## config.mk

```make
export PLATFORM = sky130hd
export DESIGN_NAME = murmur2_hash_16
export DESIGN_NICKNAME = d
export VERILOG_FILES = /design/src/hw/rtl/mm2_pkg.sv /design/src/hw/rtl/mm2_front.sv /design/src/hw/rtl/mm2_queue.sv /design/src/hw/rtl/mm2_back.sv /design/src/hw/rtl/murmur2_hash_16.sv
export SDC_FILE = /design/constraint.sdc
export NUM_CORES = 2
export LEC_CHECK = 0
export BUFFER_PORTS_ARGS = -buffer_cell sky130_fd_sc_hd__buf_2
export CORE_MARGIN = 2
export CORE_UTILIZATION = 47
export CTS_CLUSTER_SIZE = 24
export DETAILED_ROUTE_END_ITERATION = 8
export PLACE_DENSITY = 0.66
export SLEW_MARGIN = 10
export SYNTH_ARGS = -nofsm -noshare
export SYNTH_HDL_FRONTEND = slang
export SYNTH_SLANG_ARGS = --single-unit
```

## constraint.sdc

```tcl
create_clock -name clk -period 15.56 [get_ports clk]
set_input_delay 3.112 -clock clk [delete_from_list [all_inputs] [get_ports clk]]
set_output_delay 3.112 -clock clk [all_outputs]
set_load 0.05 [all_outputs]
```

## src/hw/rtl/mm2_pkg.sv

```systemverilog
// Shared types, constants and helpers for the streaming MurmurHash2 block.
// No dependencies; used by every module under hw/rtl.
`timescale 1ns / 1ps
`default_nettype none

package mm2_pkg;

	localparam int unsigned WORD_W     = 32;
	localparam int unsigned LOW_W      = 16;
	localparam int unsigned NBYTES_W   = 3;
	localparam int unsigned IN_TDATA_W = 72;   // 32 + 32 + 3 packed, padded to bytes
	localparam int unsigned OUT_TDATA_W = 48;  // 16 + 32

	localparam logic [31:0] MIX_MUL     = 32'h5bd1e995;
	localparam int unsigned MIX_SHIFT   = 24;
	localparam int unsigned FIN_SHIFT_A = 13;
	localparam int unsigned FIN_SHIFT_B = 15;

	localparam int unsigned QUEUE_DEPTH_DEF = 4;

	localparam logic [NBYTES_W-1:0] NBYTES_FULL = 3'd4;
	localparam logic [NBYTES_W-1:0] NBYTES_NONE = 3'd0;

	// what the back end does with one request
	typedef enum logic [1:0] {
		OP_NONE  = 2'd0,   // empty tail, hash passes through
		OP_BLOCK = 2'd1,   // full word mixed as a block
		OP_TAIL  = 2'd2    // 1..3 tail bytes xored in, then multiplied
	} op_kind_t;

	// one queued request, front to back
	typedef struct packed {
		op_kind_t          kind;
		logic              first;    // start from init instead of running hash
		logic              last;     // finish the key, give a result
		logic [WORD_W-1:0] init;     // seed ^ key_length
		logic [WORD_W-1:0] operand;  // premixed word or masked tail
	} mm2_req_t;

	function automatic logic [WORD_W-1:0] tail_mask(input logic [NBYTES_W-1:0] nbytes);
		logic [WORD_W-1:0] m;
		case (nbytes)
			3'd1:    m = 32'h0000_00ff;
			3'd2:    m = 32'h0000_ffff;
			3'd3:    m = 32'h00ff_ffff;
			default: m = 32'h0000_0000;
		endcase
		return m;
	endfunction

endpackage

`default_nettype wire

```

## src/hw/rtl/mm2_front.sv

```systemverilog
// Front end: accepts key words, classifies them and premixes full words (k = w*M, k^=k>>24, k*=M).
// Depends on mm2_pkg; feeds mm2_queue.
`timescale 1ns / 1ps
`default_nettype none

module mm2_front #(
	parameter int unsigned QUEUE_DEPTH = mm2_pkg::QUEUE_DEPTH_DEF
) (
	input  wire                                      clk,
	input  wire                                      arst_n,
	input  wire  [mm2_pkg::WORD_W-1:0]               seed,
	input  wire                                      in_valid,
	output logic                                     in_ready,
	input  wire  [mm2_pkg::WORD_W-1:0]               key_length,
	input  wire  [mm2_pkg::WORD_W-1:0]               data_word,
	input  wire  [mm2_pkg::NBYTES_W-1:0]             bytes_valid,
	input  wire                                      last,
	input  wire  [$clog2(QUEUE_DEPTH+1)-1:0]         q_count,
	output logic                                     push,
	output mm2_pkg::mm2_req_t                        push_req
);

	localparam int unsigned OCC_W = $clog2(QUEUE_DEPTH + 3);

	logic                        accept;
	logic [OCC_W-1:0]            occ;
	mm2_pkg::op_kind_t           kind_in;
	logic                        inside_q;

	logic                        valid_s1, valid_s2;
	mm2_pkg::op_kind_t           kind_s1;
	logic                        first_s1, last_s1;
	logic [mm2_pkg::WORD_W-1:0]  init_s1, word_s1, k1_s1;
	mm2_pkg::mm2_req_t           req_s2;
	logic [mm2_pkg::WORD_W-1:0]  k1_shr;

	// everything in flight counts against queue space, so the pipe never stalls
	assign occ      = OCC_W'(q_count) + OCC_W'(valid_s1) + OCC_W'(valid_s2);
	assign in_ready = (occ < OCC_W'(QUEUE_DEPTH));
	assign accept   = in_valid && in_ready;

	always_comb begin
		if (!last) begin
			kind_in = mm2_pkg::OP_BLOCK;
		end else if (bytes_valid >= mm2_pkg::NBYTES_FULL) begin
			kind_in = mm2_pkg::OP_BLOCK;
		end else if (bytes_valid == mm2_pkg::NBYTES_NONE) begin
			kind_in = mm2_pkg::OP_NONE;
		end else begin
			kind_in = mm2_pkg::OP_TAIL;
		end
	end

	always_ff @(posedge clk or negedge arst_n) begin
		if (!arst_n) begin
			inside_q <= 1'b0;
			valid_s1 <= 1'b0;
			valid_s2 <= 1'b0;
		end else begin
			if (accept) begin
				inside_q <= !last;
			end
			valid_s1 <= accept;
			valid_s2 <= valid_s1;
		end
	end

	// stage 1: classify, first multiply
	always_ff @(posedge clk) begin
		if (accept) begin
			kind_s1  <= kind_in;
			first_s1 <= !inside_q;
			last_s1  <= last;
			init_s1  <= seed ^ key_length;
			word_s1  <= data_word & mm2_pkg::tail_mask(bytes_valid);
			k1_s1    <= data_word * mm2_pkg::MIX_MUL;
		end
	end

	assign k1_shr = k1_s1 ^ (k1_s1 >> mm2_pkg::MIX_SHIFT);

	// stage 2: second multiply, build the request
	always_ff @(posedge clk) begin
		if (valid_s1) begin
			req_s2.kind    <= kind_s1;
			req_s2.first   <= first_s1;
			req_s2.last    <= last_s1;
			req_s2.init    <= init_s1;
			req_s2.operand <= (kind_s1 == mm2_pkg::OP_BLOCK) ?
				k1_shr * mm2_pkg::MIX_MUL : word_s1;
		end
	end

	assign push     = valid_s2;
	assign push_req = req_s2;

endmodule

`default_nettype wire

```

## src/hw/rtl/mm2_queue.sv

```systemverilog
// Short request queue between front and back end, registers only.
// Depends on mm2_pkg for the request type.
`timescale 1ns / 1ps
`default_nettype none

module mm2_queue #(
	parameter int unsigned QUEUE_DEPTH = mm2_pkg::QUEUE_DEPTH_DEF
) (
	input  wire                                  clk,
	input  wire                                  arst_n,
	input  wire                                  push,
	input  mm2_pkg::mm2_req_t                    push_req,
	input  wire                                  pop,
	output logic                                 not_empty,
	output mm2_pkg::mm2_req_t                    head_req,
	output logic [$clog2(QUEUE_DEPTH+1)-1:0]     count
);

	localparam int unsigned PTR_W = $clog2(QUEUE_DEPTH);
	localparam int unsigned CNT_W = $clog2(QUEUE_DEPTH + 1);

	mm2_pkg::mm2_req_t  slots_q [QUEUE_DEPTH];
	logic [PTR_W-1:0]   wr_ptr_q, rd_ptr_q;
	logic [CNT_W-1:0]   count_q;

	function automatic logic [PTR_W-1:0] ptr_next(input logic [PTR_W-1:0] p);
		return (p == PTR_W'(QUEUE_DEPTH - 1)) ? '0 : p + PTR_W'(1);
	endfunction

	always_ff @(posedge clk or negedge arst_n) begin
		if (!arst_n) begin
			wr_ptr_q <= '0;
			rd_ptr_q <= '0;
			count_q  <= '0;
		end else begin
			if (push) begin
				wr_ptr_q <= ptr_next(wr_ptr_q);
			end
			if (pop) begin
				rd_ptr_q <= ptr_next(rd_ptr_q);
			end
			if (push && !pop) begin
				count_q <= count_q + CNT_W'(1);
			end else if (pop && !push) begin
				count_q <= count_q - CNT_W'(1);
			end
		end
	end

	always_ff @(posedge clk) begin
		if (push) begin
			slots_q[wr_ptr_q] <= push_req;
		end
	end

	assign not_empty = (count_q != '0);
	assign head_req  = slots_q[rd_ptr_q];
	assign count     = count_q;

	a_count_bound: assert property (@(posedge clk) disable iff (!arst_n)
		count_q <= CNT_W'(QUEUE_DEPTH))
		else $error("queue count above depth");

	a_no_pop_empty: assert property (@(posedge clk) disable iff (!arst_n)
		pop |-> not_empty)
		else $error("pop from empty queue");

	a_no_push_full: assert property (@(posedge clk) disable iff (!arst_n)
		(push && !pop) |-> (count_q < CNT_W'(QUEUE_DEPTH)))
		else $error("push into full queue");

endmodule

`default_nettype wire

```

## src/hw/rtl/mm2_back.sv

```systemverilog
// Back end: running hash update (one multiply per word), final avalanche and result register.
// Depends on mm2_pkg; drains mm2_queue.
`timescale 1ns / 1ps
`default_nettype none

module mm2_back (
	input  wire                            clk,
	input  wire                            arst_n,
	input  wire                            not_empty,
	input  mm2_pkg::mm2_req_t              head_req,
	output logic                           pop,
	output logic                           out_valid,
	input  wire                            out_ready,
	output logic [mm2_pkg::WORD_W-1:0]     hash_full
);

	logic [mm2_pkg::WORD_W-1:0] running_q;
	logic [mm2_pkg::WORD_W-1:0] base, mul_a, prod, h;
	logic                       fin_v_s1;
	logic [mm2_pkg::WORD_W-1:0] fin_s1;
	logic [mm2_pkg::WORD_W-1:0] fin_prod;
	logic                       hash_v_q;
	logic [mm2_pkg::WORD_W-1:0] hash_q;
	logic                       out_load, fin_free;

	assign out_load = !hash_v_q || out_ready;
	assign fin_free = !fin_v_s1 || out_load;
	// words never wait on the result side, only a key's last request does
	assign pop      = not_empty && (!head_req.last || fin_free);

	assign base  = head_req.first ? head_req.init : running_q;
	assign mul_a = (head_req.kind == mm2_pkg::OP_TAIL) ? (base ^ head_req.operand) : base;
	assign prod  = mul_a * mm2_pkg::MIX_MUL;

	always_comb begin
		case (head_req.kind)
			mm2_pkg::OP_BLOCK: h = prod ^ head_req.operand;
			mm2_pkg::OP_TAIL:  h = prod;
			mm2_pkg::OP_NONE:  h = base;
			default:           h = base;
		endcase
	end

	always_ff @(posedge clk or negedge arst_n) begin
		if (!arst_n) begin
			running_q <= '0;
			fin_v_s1  <= 1'b0;
			hash_v_q  <= 1'b0;
		end else begin
			if (pop) begin
				running_q <= head_req.last ? '0 : h;
			end
			if (pop && head_req.last) begin
				fin_v_s1 <= 1'b1;
			end else if (out_load) begin
				fin_v_s1 <= 1'b0;
			end
			if (out_load) begin
				hash_v_q <= fin_v_s1;
			end
		end
	end

	always_ff @(posedge clk) begin
		if (pop && head_req.last) begin
			fin_s1 <= h ^ (h >> mm2_pkg::FIN_SHIFT_A);
		end
	end

	assign fin_prod = fin_s1 * mm2_pkg::MIX_MUL;

	always_ff @(posedge clk) begin
		if (out_load && fin_v_s1) begin
			hash_q <= fin_prod ^ (fin_prod >> mm2_pkg::FIN_SHIFT_B);
		end
	end

	assign out_valid = hash_v_q;
	assign hash_full = hash_q;

endmodule

`default_nettype wire

```

## src/hw/rtl/murmur2_hash_16.sv

```systemverilog
// Top level of the streaming MurmurHash2 (32-bit) block with 16-bit bucket index.
// Depends on mm2_pkg, mm2_front, mm2_queue and mm2_back.
//
// Usage:
//  - Slave stream: one request per 32-bit key word. tdata carries key_length,
//    data_word and bytes_valid; tlast marks the key's final word. key_length is
//    sampled on the first word of a key, bytes_valid (0..4, larger saturates to 4)
//    on the last one only. An empty key is a single tlast request, bytes_valid 0.
//  - Master stream: one result per key, {hash_full, hash_low}.
//  - seed_we/seed_wdata write the seed; write only while the block is idle.
//    A new seed applies from the next key's first word.
// Timing:
//  - One request accepted per cycle while results are taken. The running-hash loop
//    holds one 32x32 multiply per word; the word premix sits in two front stages.
//  - m_axis_tvalid rises once the last word has passed the two front stages, the
//    queue slot, the hash update and the avalanche.
//  - A 4-entry queue decouples front and back. When the result is not taken,
//    the back end keeps folding words in and can still move one more key's last
//    word into the avalanche stage; it holds at the last word after that, and
//    s_axis_tready falls once queue plus front stages are full.
//  - Reset clears the seed, the pipe and the queue; the block starts idle.
`timescale 1ns / 1ps
`default_nettype none

module murmur2_hash_16 #(
	parameter int unsigned QUEUE_DEPTH = mm2_pkg::QUEUE_DEPTH_DEF
) (
	input  wire                                 clk,
	input  wire                                 arst_n,
	// seed register
	input  wire                                 seed_we,
	input  wire  [mm2_pkg::WORD_W-1:0]          seed_wdata,
	// key words in
	input  wire                                 s_axis_tvalid,
	output logic                                s_axis_tready,
	// [31:0] key_length, [63:32] data_word, [66:64] bytes_valid, [71:67] zero
	input  wire  [mm2_pkg::IN_TDATA_W-1:0]      s_axis_tdata,
	input  wire                                 s_axis_tlast,
	// hashes out
	output logic                                m_axis_tvalid,
	input  wire                                 m_axis_tready,
	// [15:0] hash_low, [47:16] hash_full
	output logic [mm2_pkg::OUT_TDATA_W-1:0]     m_axis_tdata
);

	localparam int unsigned CNT_W = $clog2(QUEUE_DEPTH + 1);

	logic [mm2_pkg::WORD_W-1:0]   seed_q;
	logic                         push, pop, not_empty;
	mm2_pkg::mm2_req_t            push_req, head_req;
	logic [CNT_W-1:0]             q_count;
	logic [mm2_pkg::WORD_W-1:0]   hash_full;

	always_ff @(posedge clk or negedge arst_n) begin
		if (!arst_n) begin
			seed_q <= '0;
		end else if (seed_we) begin
			seed_q <= seed_wdata;
		end
	end

	mm2_front #(
		.QUEUE_DEPTH (QUEUE_DEPTH)
	) u_front (
		.clk         (clk),
		.arst_n      (arst_n),
		.seed        (seed_q),
		.in_valid    (s_axis_tvalid),
		.in_ready    (s_axis_tready),
		.key_length  (s_axis_tdata[31:0]),
		.data_word   (s_axis_tdata[63:32]),
		.bytes_valid (s_axis_tdata[66:64]),
		.last        (s_axis_tlast),
		.q_count     (q_count),
		.push        (push),
		.push_req    (push_req)
	);

	mm2_queue #(
		.QUEUE_DEPTH (QUEUE_DEPTH)
	) u_queue (
		.clk       (clk),
		.arst_n    (arst_n),
		.push      (push),
		.push_req  (push_req),
		.pop       (pop),
		.not_empty (not_empty),
		.head_req  (head_req),
		.count     (q_count)
	);

	mm2_back u_back (
		.clk       (clk),
		.arst_n    (arst_n),
		.not_empty (not_empty),
		.head_req  (head_req),
		.pop       (pop),
		.out_valid (m_axis_tvalid),
		.out_ready (m_axis_tready),
		.hash_full (hash_full)
	);

	assign m_axis_tdata = {hash_full, hash_full[mm2_pkg::LOW_W-1:0]};

endmodule

`default_nettype wire

```

Word-level counts from Yosys, hierarchy flattened

Memories as Yosys holds them, arrays and structs flattened.
Index checks and enable logic that the tools add are counted.
W data, S select, Z words.

Add/sub/neg operators: 6
Multiply operators: 4
Magnitude comparators: 2
Eq/ne operators: 8
Multiplexer cells: 16
Bitwise operators: 8
Reduce and logical (&&, ||, !) cells: 21

Operators by type and width:

| operator                 | count |
|---|---|
| $mux W32                 | 5 |
| $mul A32 B31 Y32 const B | 4 |
| $xor A32 B32 Y32         | 3 |
| $pmux W24 S3             | 1 |
| $pmux W32 S2             | 1 |
| $and A32 B32 Y32         | 1 |
| $xor A32 B17 Y32         | 1 |
| $xor A32 B19 Y32         | 1 |
| $xor A32 B8 Y32          | 1 |
| $logic_not A1 Y1         | 7 |
| $add A3 B1 Y3            | 2 |
| $eq A2 B2 Y1 const B     | 3 |
| $eq A3 B2 Y1 const B     | 2 |
| $logic_and A1 B1 Y1      | 6 |
| $mux W2                  | 3 |
| $mux W3                  | 2 |
| $add A2 B1 Y2 const B    | 2 |
| $eq A2 B1 Y1 const B     | 2 |
| $mux W1                  | 4 |
| $reduce_bool A2 Y1       | 2 |
| $add A3 B1 Y3 const B    | 1 |
| $eq A3 B1 Y1 const B     | 1 |
| $ge A3 B3 Y1 const B     | 1 |
| $logic_not A3 Y1         | 1 |
| 6 further kinds          | 8 |

Flip-flop bits (word level): 308
RAM bits: 272
Input bits: 110
Logic and storage cells: 89
Memories: 1

Memory list:

| memory          | depth | bits a word | read ports | clocked after Yosys merged registers in | wr ports | RTL line        | text |
|---|---|---|---|---|---|---|---|
| u_queue.slots_q | 4     | 68          | 1          | 0                                       | 1        | mm2_queue.sv:22 | `mm2_pkg::mm2_req_t slots_q [QUEUE_DEPTH];` |

Longest topological paths before layout

Depth in word-level cells: 8
Gate-level depth with buffers: 41

Modules after synthesis

From an unflattened synthesis, not the netlist that was laid out.

Cell total of the unflattened synthesis: 5,047
Area total of the unflattened synthesis: 58,677.5 um^2

Modules (own cells, without submodules):

| module          | times used | cells each | area an instance (um^2) | sequential area each (um^2) |
|---|---|---|---|---|
| mm2_front       | 1          | 2,188      | 23,692.7                | 4,879.7 |
| mm2_back        | 1          | 2,383      | 23,221.0                | 2,772.7 |
| mm2_queue       | 1          | 392        | 10,298.6                | 8,343.0 |
| murmur2_hash_16 | 1          | 84         | 1,465.2                 | 800.8 |

Worst setup path before layout

No wires, ideal clock.

Path type: reg2reg
Start: reg u_queue.rd_ptr_q[0]
End: reg u_back.fin_s1[18] (netlist bit), data pin
Arrival: 10.605 ns
Setup slack: 4.680 ns
Stages on the path, launching flop included: 41
Clock period less this slack: 10.880 ns
Cells stage by stage: dfrtp_1 > buf_6 > buf_2 > buf_2 > buf_2 > buf_2 > buf_2 > mux4_2 > inv_1 > ha_1 > clkbuf_1 > clkbuf_1 > clkbuf_1 > clkbuf_1 > clkbuf_1 > nand2_1 > xor2_1 > ha_1 > (+5 left out) > fa_1 > fa_1 > fa_1 > inv_1 > fa_1 > inv_1 > ha_1 > a21o_1 > a21o_1 > a21o_1 > a21oi_1 > o21bai_1 > o2bb2ai_1 > a211oi_1 > xnor3_1 > o22ai_2 > o21ai_2 > xor2_1

Word-level cells in the longest chain between the ends: 8

RTL lines:

| what                     | RTL line        | text |
|---|---|---|
| start: declaration       | mm2_queue.sv:23 | `logic [PTR_W-1:0] wr_ptr_q, rd_ptr_q;` |
| start signal: assignment | mm2_queue.sv:40 | `rd_ptr_q <= ptr_next(rd_ptr_q);` |
| $mem_v2 Z4 W68 *         | -               |  |
| $mux W32                 | mm2_back.sv:31  | `assign base = head_req.first ? head_req.init : running_q;` |
| $xor A32 B32 Y32         | mm2_back.sv:32  | `assign mul_a = (head_req.kind == mm2_pkg::OP_TAIL) ? (base ^ head_req.operand) : base;` |
| $mux W32                 | mm2_back.sv:32  |  |
| $mul A32 B31 Y32         | mm2_back.sv:33  | `assign prod = mul_a * mm2_pkg::MIX_MUL;` |
| $xor A32 B32 Y32         | mm2_back.sv:37  | `mm2_pkg::OP_BLOCK: h = prod ^ head_req.operand;` |
| $pmux W32 S2 *           | mm2_back.sv:36  | `case (head_req.kind)` |
| $xor A32 B19 Y32 *       | mm2_back.sv:66  | `fin_s1 <= h ^ (h >> mm2_pkg::FIN_SHIFT_A);` |
| end signal: assignment   | mm2_back.sv:66  |  |
| end: declaration         | mm2_back.sv:20  | `logic [mm2_pkg::WORD_W-1:0] fin_s1;` |

Every way passes the cells marked *; elsewhere a longest branch is shown, timed or not.
A chain may end at the register's enable or synchronous reset.

Worst setup path after layout

Start: reg u_queue.rd_ptr_q[0]
End: reg u_back.fin_s1[17] (netlist bit), data pin

Word-level cells in the longest chain between the ends: 8

RTL lines:

| what                   | RTL line       | text |
|---|---|---|
| $mem_v2 Z4 W68 *       | -              |  |
| $mux W32               | mm2_back.sv:31 |  |
| $xor A32 B32 Y32       | mm2_back.sv:32 |  |
| $mux W32               | mm2_back.sv:32 |  |
| $mul A32 B31 Y32       | mm2_back.sv:33 |  |
| $xor A32 B32 Y32       | mm2_back.sv:37 |  |
| $pmux W32 S2 *         | mm2_back.sv:36 |  |
| net u_back.h (one bit) | mm2_back.sv:18 | `logic [mm2_pkg::WORD_W-1:0] base, mul_a, prod, h;` |
| $xor A32 B19 Y32 *     | mm2_back.sv:66 |  |

Mark *: on every way through the listed nets, which the timed path passes. The rest lies on a longest branch.

==> metrics <==
status=complete, no violations; R2R Path End=u_back.fin_s1[17]$_DFFE_PP_; Netlist cell types=76; Yosys top cell area share=0.2594; crit path kind=reg -> reg; Post-CTS Hold Buffers=0; CTS tree=yes; FILL cells=10670; Initial Util=0.4724; Final nets=approximately 6700; met1 global-route usage=0.2829; synth top area cells=edfxtp_1 (26%), fa_1 (25%), ha_1 (19%); CTS Buffer Depth=3; syn nets=around 6500; fin crit share=0.7012; unrepaired setup endpoints after global routing=false; largest net degree at the start of global routing=70; DR WL/cell=about 20 microns; MaxCap Viol Count=0; Arrival @ worst endpoint=between 10 and 15 ns; largest area contributor in the netlist=edfxtp_1; Core ar.=121600 sq um; YS warnings=0; top-count cell post-synth=inv_1; layout cell share with drive strength beyond 1=0.08781; min-delay src=u_front.init_s1[27]$_DFFE_PP_; number of vias per cell=5.101; WHS Endpoint=u_front.push_req[59]$_DFFE_PP_; Post-synth top flop=edfxtp_1; critical path's largest stage delay=0.91 ns; Clock Sinks=572; EDFF count, synth=496; startpoint types=flop; Worst-Margin Slew=between 1 and 1.5 ns; sequential area share after synthesis=0.2925; crit end category=flop; FF-to-FF setup slack=4.65 ns; highest clock rate=91.66 MHz; cell mode on critical path=inv_1; Worst slew margin=0.2567; M3 GR Usage=0.02216; Reg-to-Reg Start=u_queue.rd_ptr_q[0]$_DFFE_PN0P_; slowest cell on the critical path=dfrtp_4; # diodes=0; Synth Register Bits=572; dpl hpwl=106.0 mm; post-CTS sizing=0; Async SR Flop Fraction=0.1329; GP Congestion=0.9228; Clk pin slew, worst setup/hold paths=0.06 ns; CP required=15.93 ns; initial antenna violation count=4; DRC Markers=0; Reg2Reg Depth=33; DR vias=34200; P&R area growth vs syn=8.295%; Routed Antenna Nets=0; First-pass DRT Iterations=7; GRT met2 Usage=0.3911; Syn Area/Cell=about 12 sq um; grt total ovfl=0; number of global-route vias before repair=36660; clk root buf=clkbuf_16; first-pass GRT wire length=~210 mm; Mapped Cells=4843; Die ar.=125000 sq um; critical-path maximum fanout=54; Synth Cell Area=57420 sq um; Die Wd=~350 microns; Clock Latency Late Sink=0.67 ns; final wirelength=132.6 mm; worst hold stages=0; height of the die=353.5 microns; Setup violations, final=0; Post-CTS Setup Bufs=0; clk_skew=0.04210 ns; IO Port Bufs=between 150 and 200; TNS Setup=0 ns; busiest grt layer=met2; final hold vios=0; num ports=160; Synth top cells by count=inv_1 (1335), ha_1 (857), fa_1 (712), edfxtp_1 (496), xnor2_1 (229); crit path from=u_queue.rd_ptr_q[0]$_DFFE_PN0P_; Tmin final=10.91 ns; Slew Limit Fails=0; TritonCTS buffer count=57; Initial DRC Count=1830; aggregate global-route resource usage=0.2186; H-tree depth=2; Hold/Removal Path Class=reg -> reg; num rows=128
-- per-layer routing --
layer | wire length [microns] | share of wire | up-vias
met2 | 67660 | 0.51 | 717
met1 | 55920 | 0.42 | 17430
met4 | 3677 | 0.028 | 6
met3 | 5331 | 0.040 | 178
li1 | - | - | 15870
met5 | 37 | 0.00028 | -
-- layout make-up --
type | instances | area (sq um) | area share
Multi-Input combinational cell | 2858 | 35260 | 0.5671
Inverter | 1335 | 5011 | 0.08058
Clock inverter | 35 | 381.6 | 0.006137
Clock buffer | 72 | 1523 | 0.02449
Timing Repair Buffer | 207 | 1171 | 0.01883
Tap cell | 1625 | 2033 | 0.03270
Sequential cell | 572 | 16800 | 0.2702
-- cell families after synthesis --
group / Yosys count / synth area share
adder cells (fa/ha/maj): 1574 / 0.4358
buffers and inverters: 1413 / 0.09409
flip-flops: 572 / 0.2925
XOR/XNOR: 395 / 0.06271
AO/OA/AOI/OAI: 376 / 0.04299
AND/OR/NAND/NOR: 372 / 0.03112
multiplexers: 141 / 0.04075
-- cell usage in the layout (no fill, tap or decap), types with 20 or more instances in the layout --
master / Yosys / layout
o21ai_0: 94 / 94
xor2_1: 154 / 152
nor3_1: 20 / 20
edfxtp_1: 496 / 496
ha_1: 857 / 856
fa_1: 712 / 712
a21oi_1: 85 / 85
inv_1: 1335 / 1335
and2_1: 43 / 38
nand2_1: 147 / 147
buf_2: 13 / 153
a21o_1: 40 / 40
nor2b_1: 22 / 21
dfrtp_1: 76 / 73
nor2_1: 63 / 62
xnor2_1: 229 / 229
mux2_2: 37 / 37
buf_4: 16 / 54
o21a_1: 26 / 26
mux2i_1: 30 / 30
clkbuf_16: 0 / 57
mux4_2: 68 / 68
-- per-stage QoR --
stage	cells	cell area (sq um)	setup WS [ns]	hold WS [ns]	utilization
global route	6704	62180	4.078	0.3999	0.5116
detailed placement	6597	60280	4.581	0.4045	0.4959
CTS	6704	62180	4.514	0.3970	0.5116
global placement	6597	60280	4.679	0.4009	0.4959
floorplan	4843	57420	4.680	0.4003	-
finish	6704	62180	4.650	0.3996	0.5116
-- worst max-delay path by stage --
| stage | end | cells past startpoint |
|---|---|---|
| 2_1_floorplan | u_back.fin_s1[18]$_DFFE_PP_ | 40 |
| 3_3_place_gp | u_back.fin_s1[17]$_DFFE_PP_ | 33 |
| 3_5_place_dp | u_back.fin_s1[17]$_DFFE_PP_ | 33 |
| 4_1_cts | u_back.fin_s1[17]$_DFFE_PP_ | 33 |
| 5_1_grt | u_back.fin_s1[17]$_DFFE_PP_ | 33 |
| 6_report | u_back.fin_s1[17]$_DFFE_PP_ | 33 |
-- critical path, delay by kind of cell (launching register included) --
family | cells | cell delay (ns)
compound gates | 5 | 1.82
simple gates | 5 | 1.26
fa+ha+maj | 10 | 3.75
mux | 1 | 0.61
xor+xnor | 3 | 0.61
flops | 1 | 0.91
buf+inv | 9 | 1.61
-- registers in the layout, indices dropped and copies added (netlist names) --
signal and cells:
u_front.push_req 68, u_queue.count 3, u_front.inside_q 1, u_front.first_s1 1, u_back.out_valid 1, u_queue.slots_q 272, u_front.push 1, u_queue.rd_ptr_q 2
u_back.hash_full 32, u_back.fin_s1 32, u_front.kind_s1 2, u_queue.wr_ptr_q 2, u_front.valid_s1 1, u_front.init_s1 32, u_back.running_q 32, u_front.word_s1 24
seed_q 32, u_front.k1_s1 32, u_front.last_s1 1, u_back.fin_v_s1 1
Power is not shown: default switching activity piles up to over one toggle a cycle in this logic, so the estimate is an artifact.
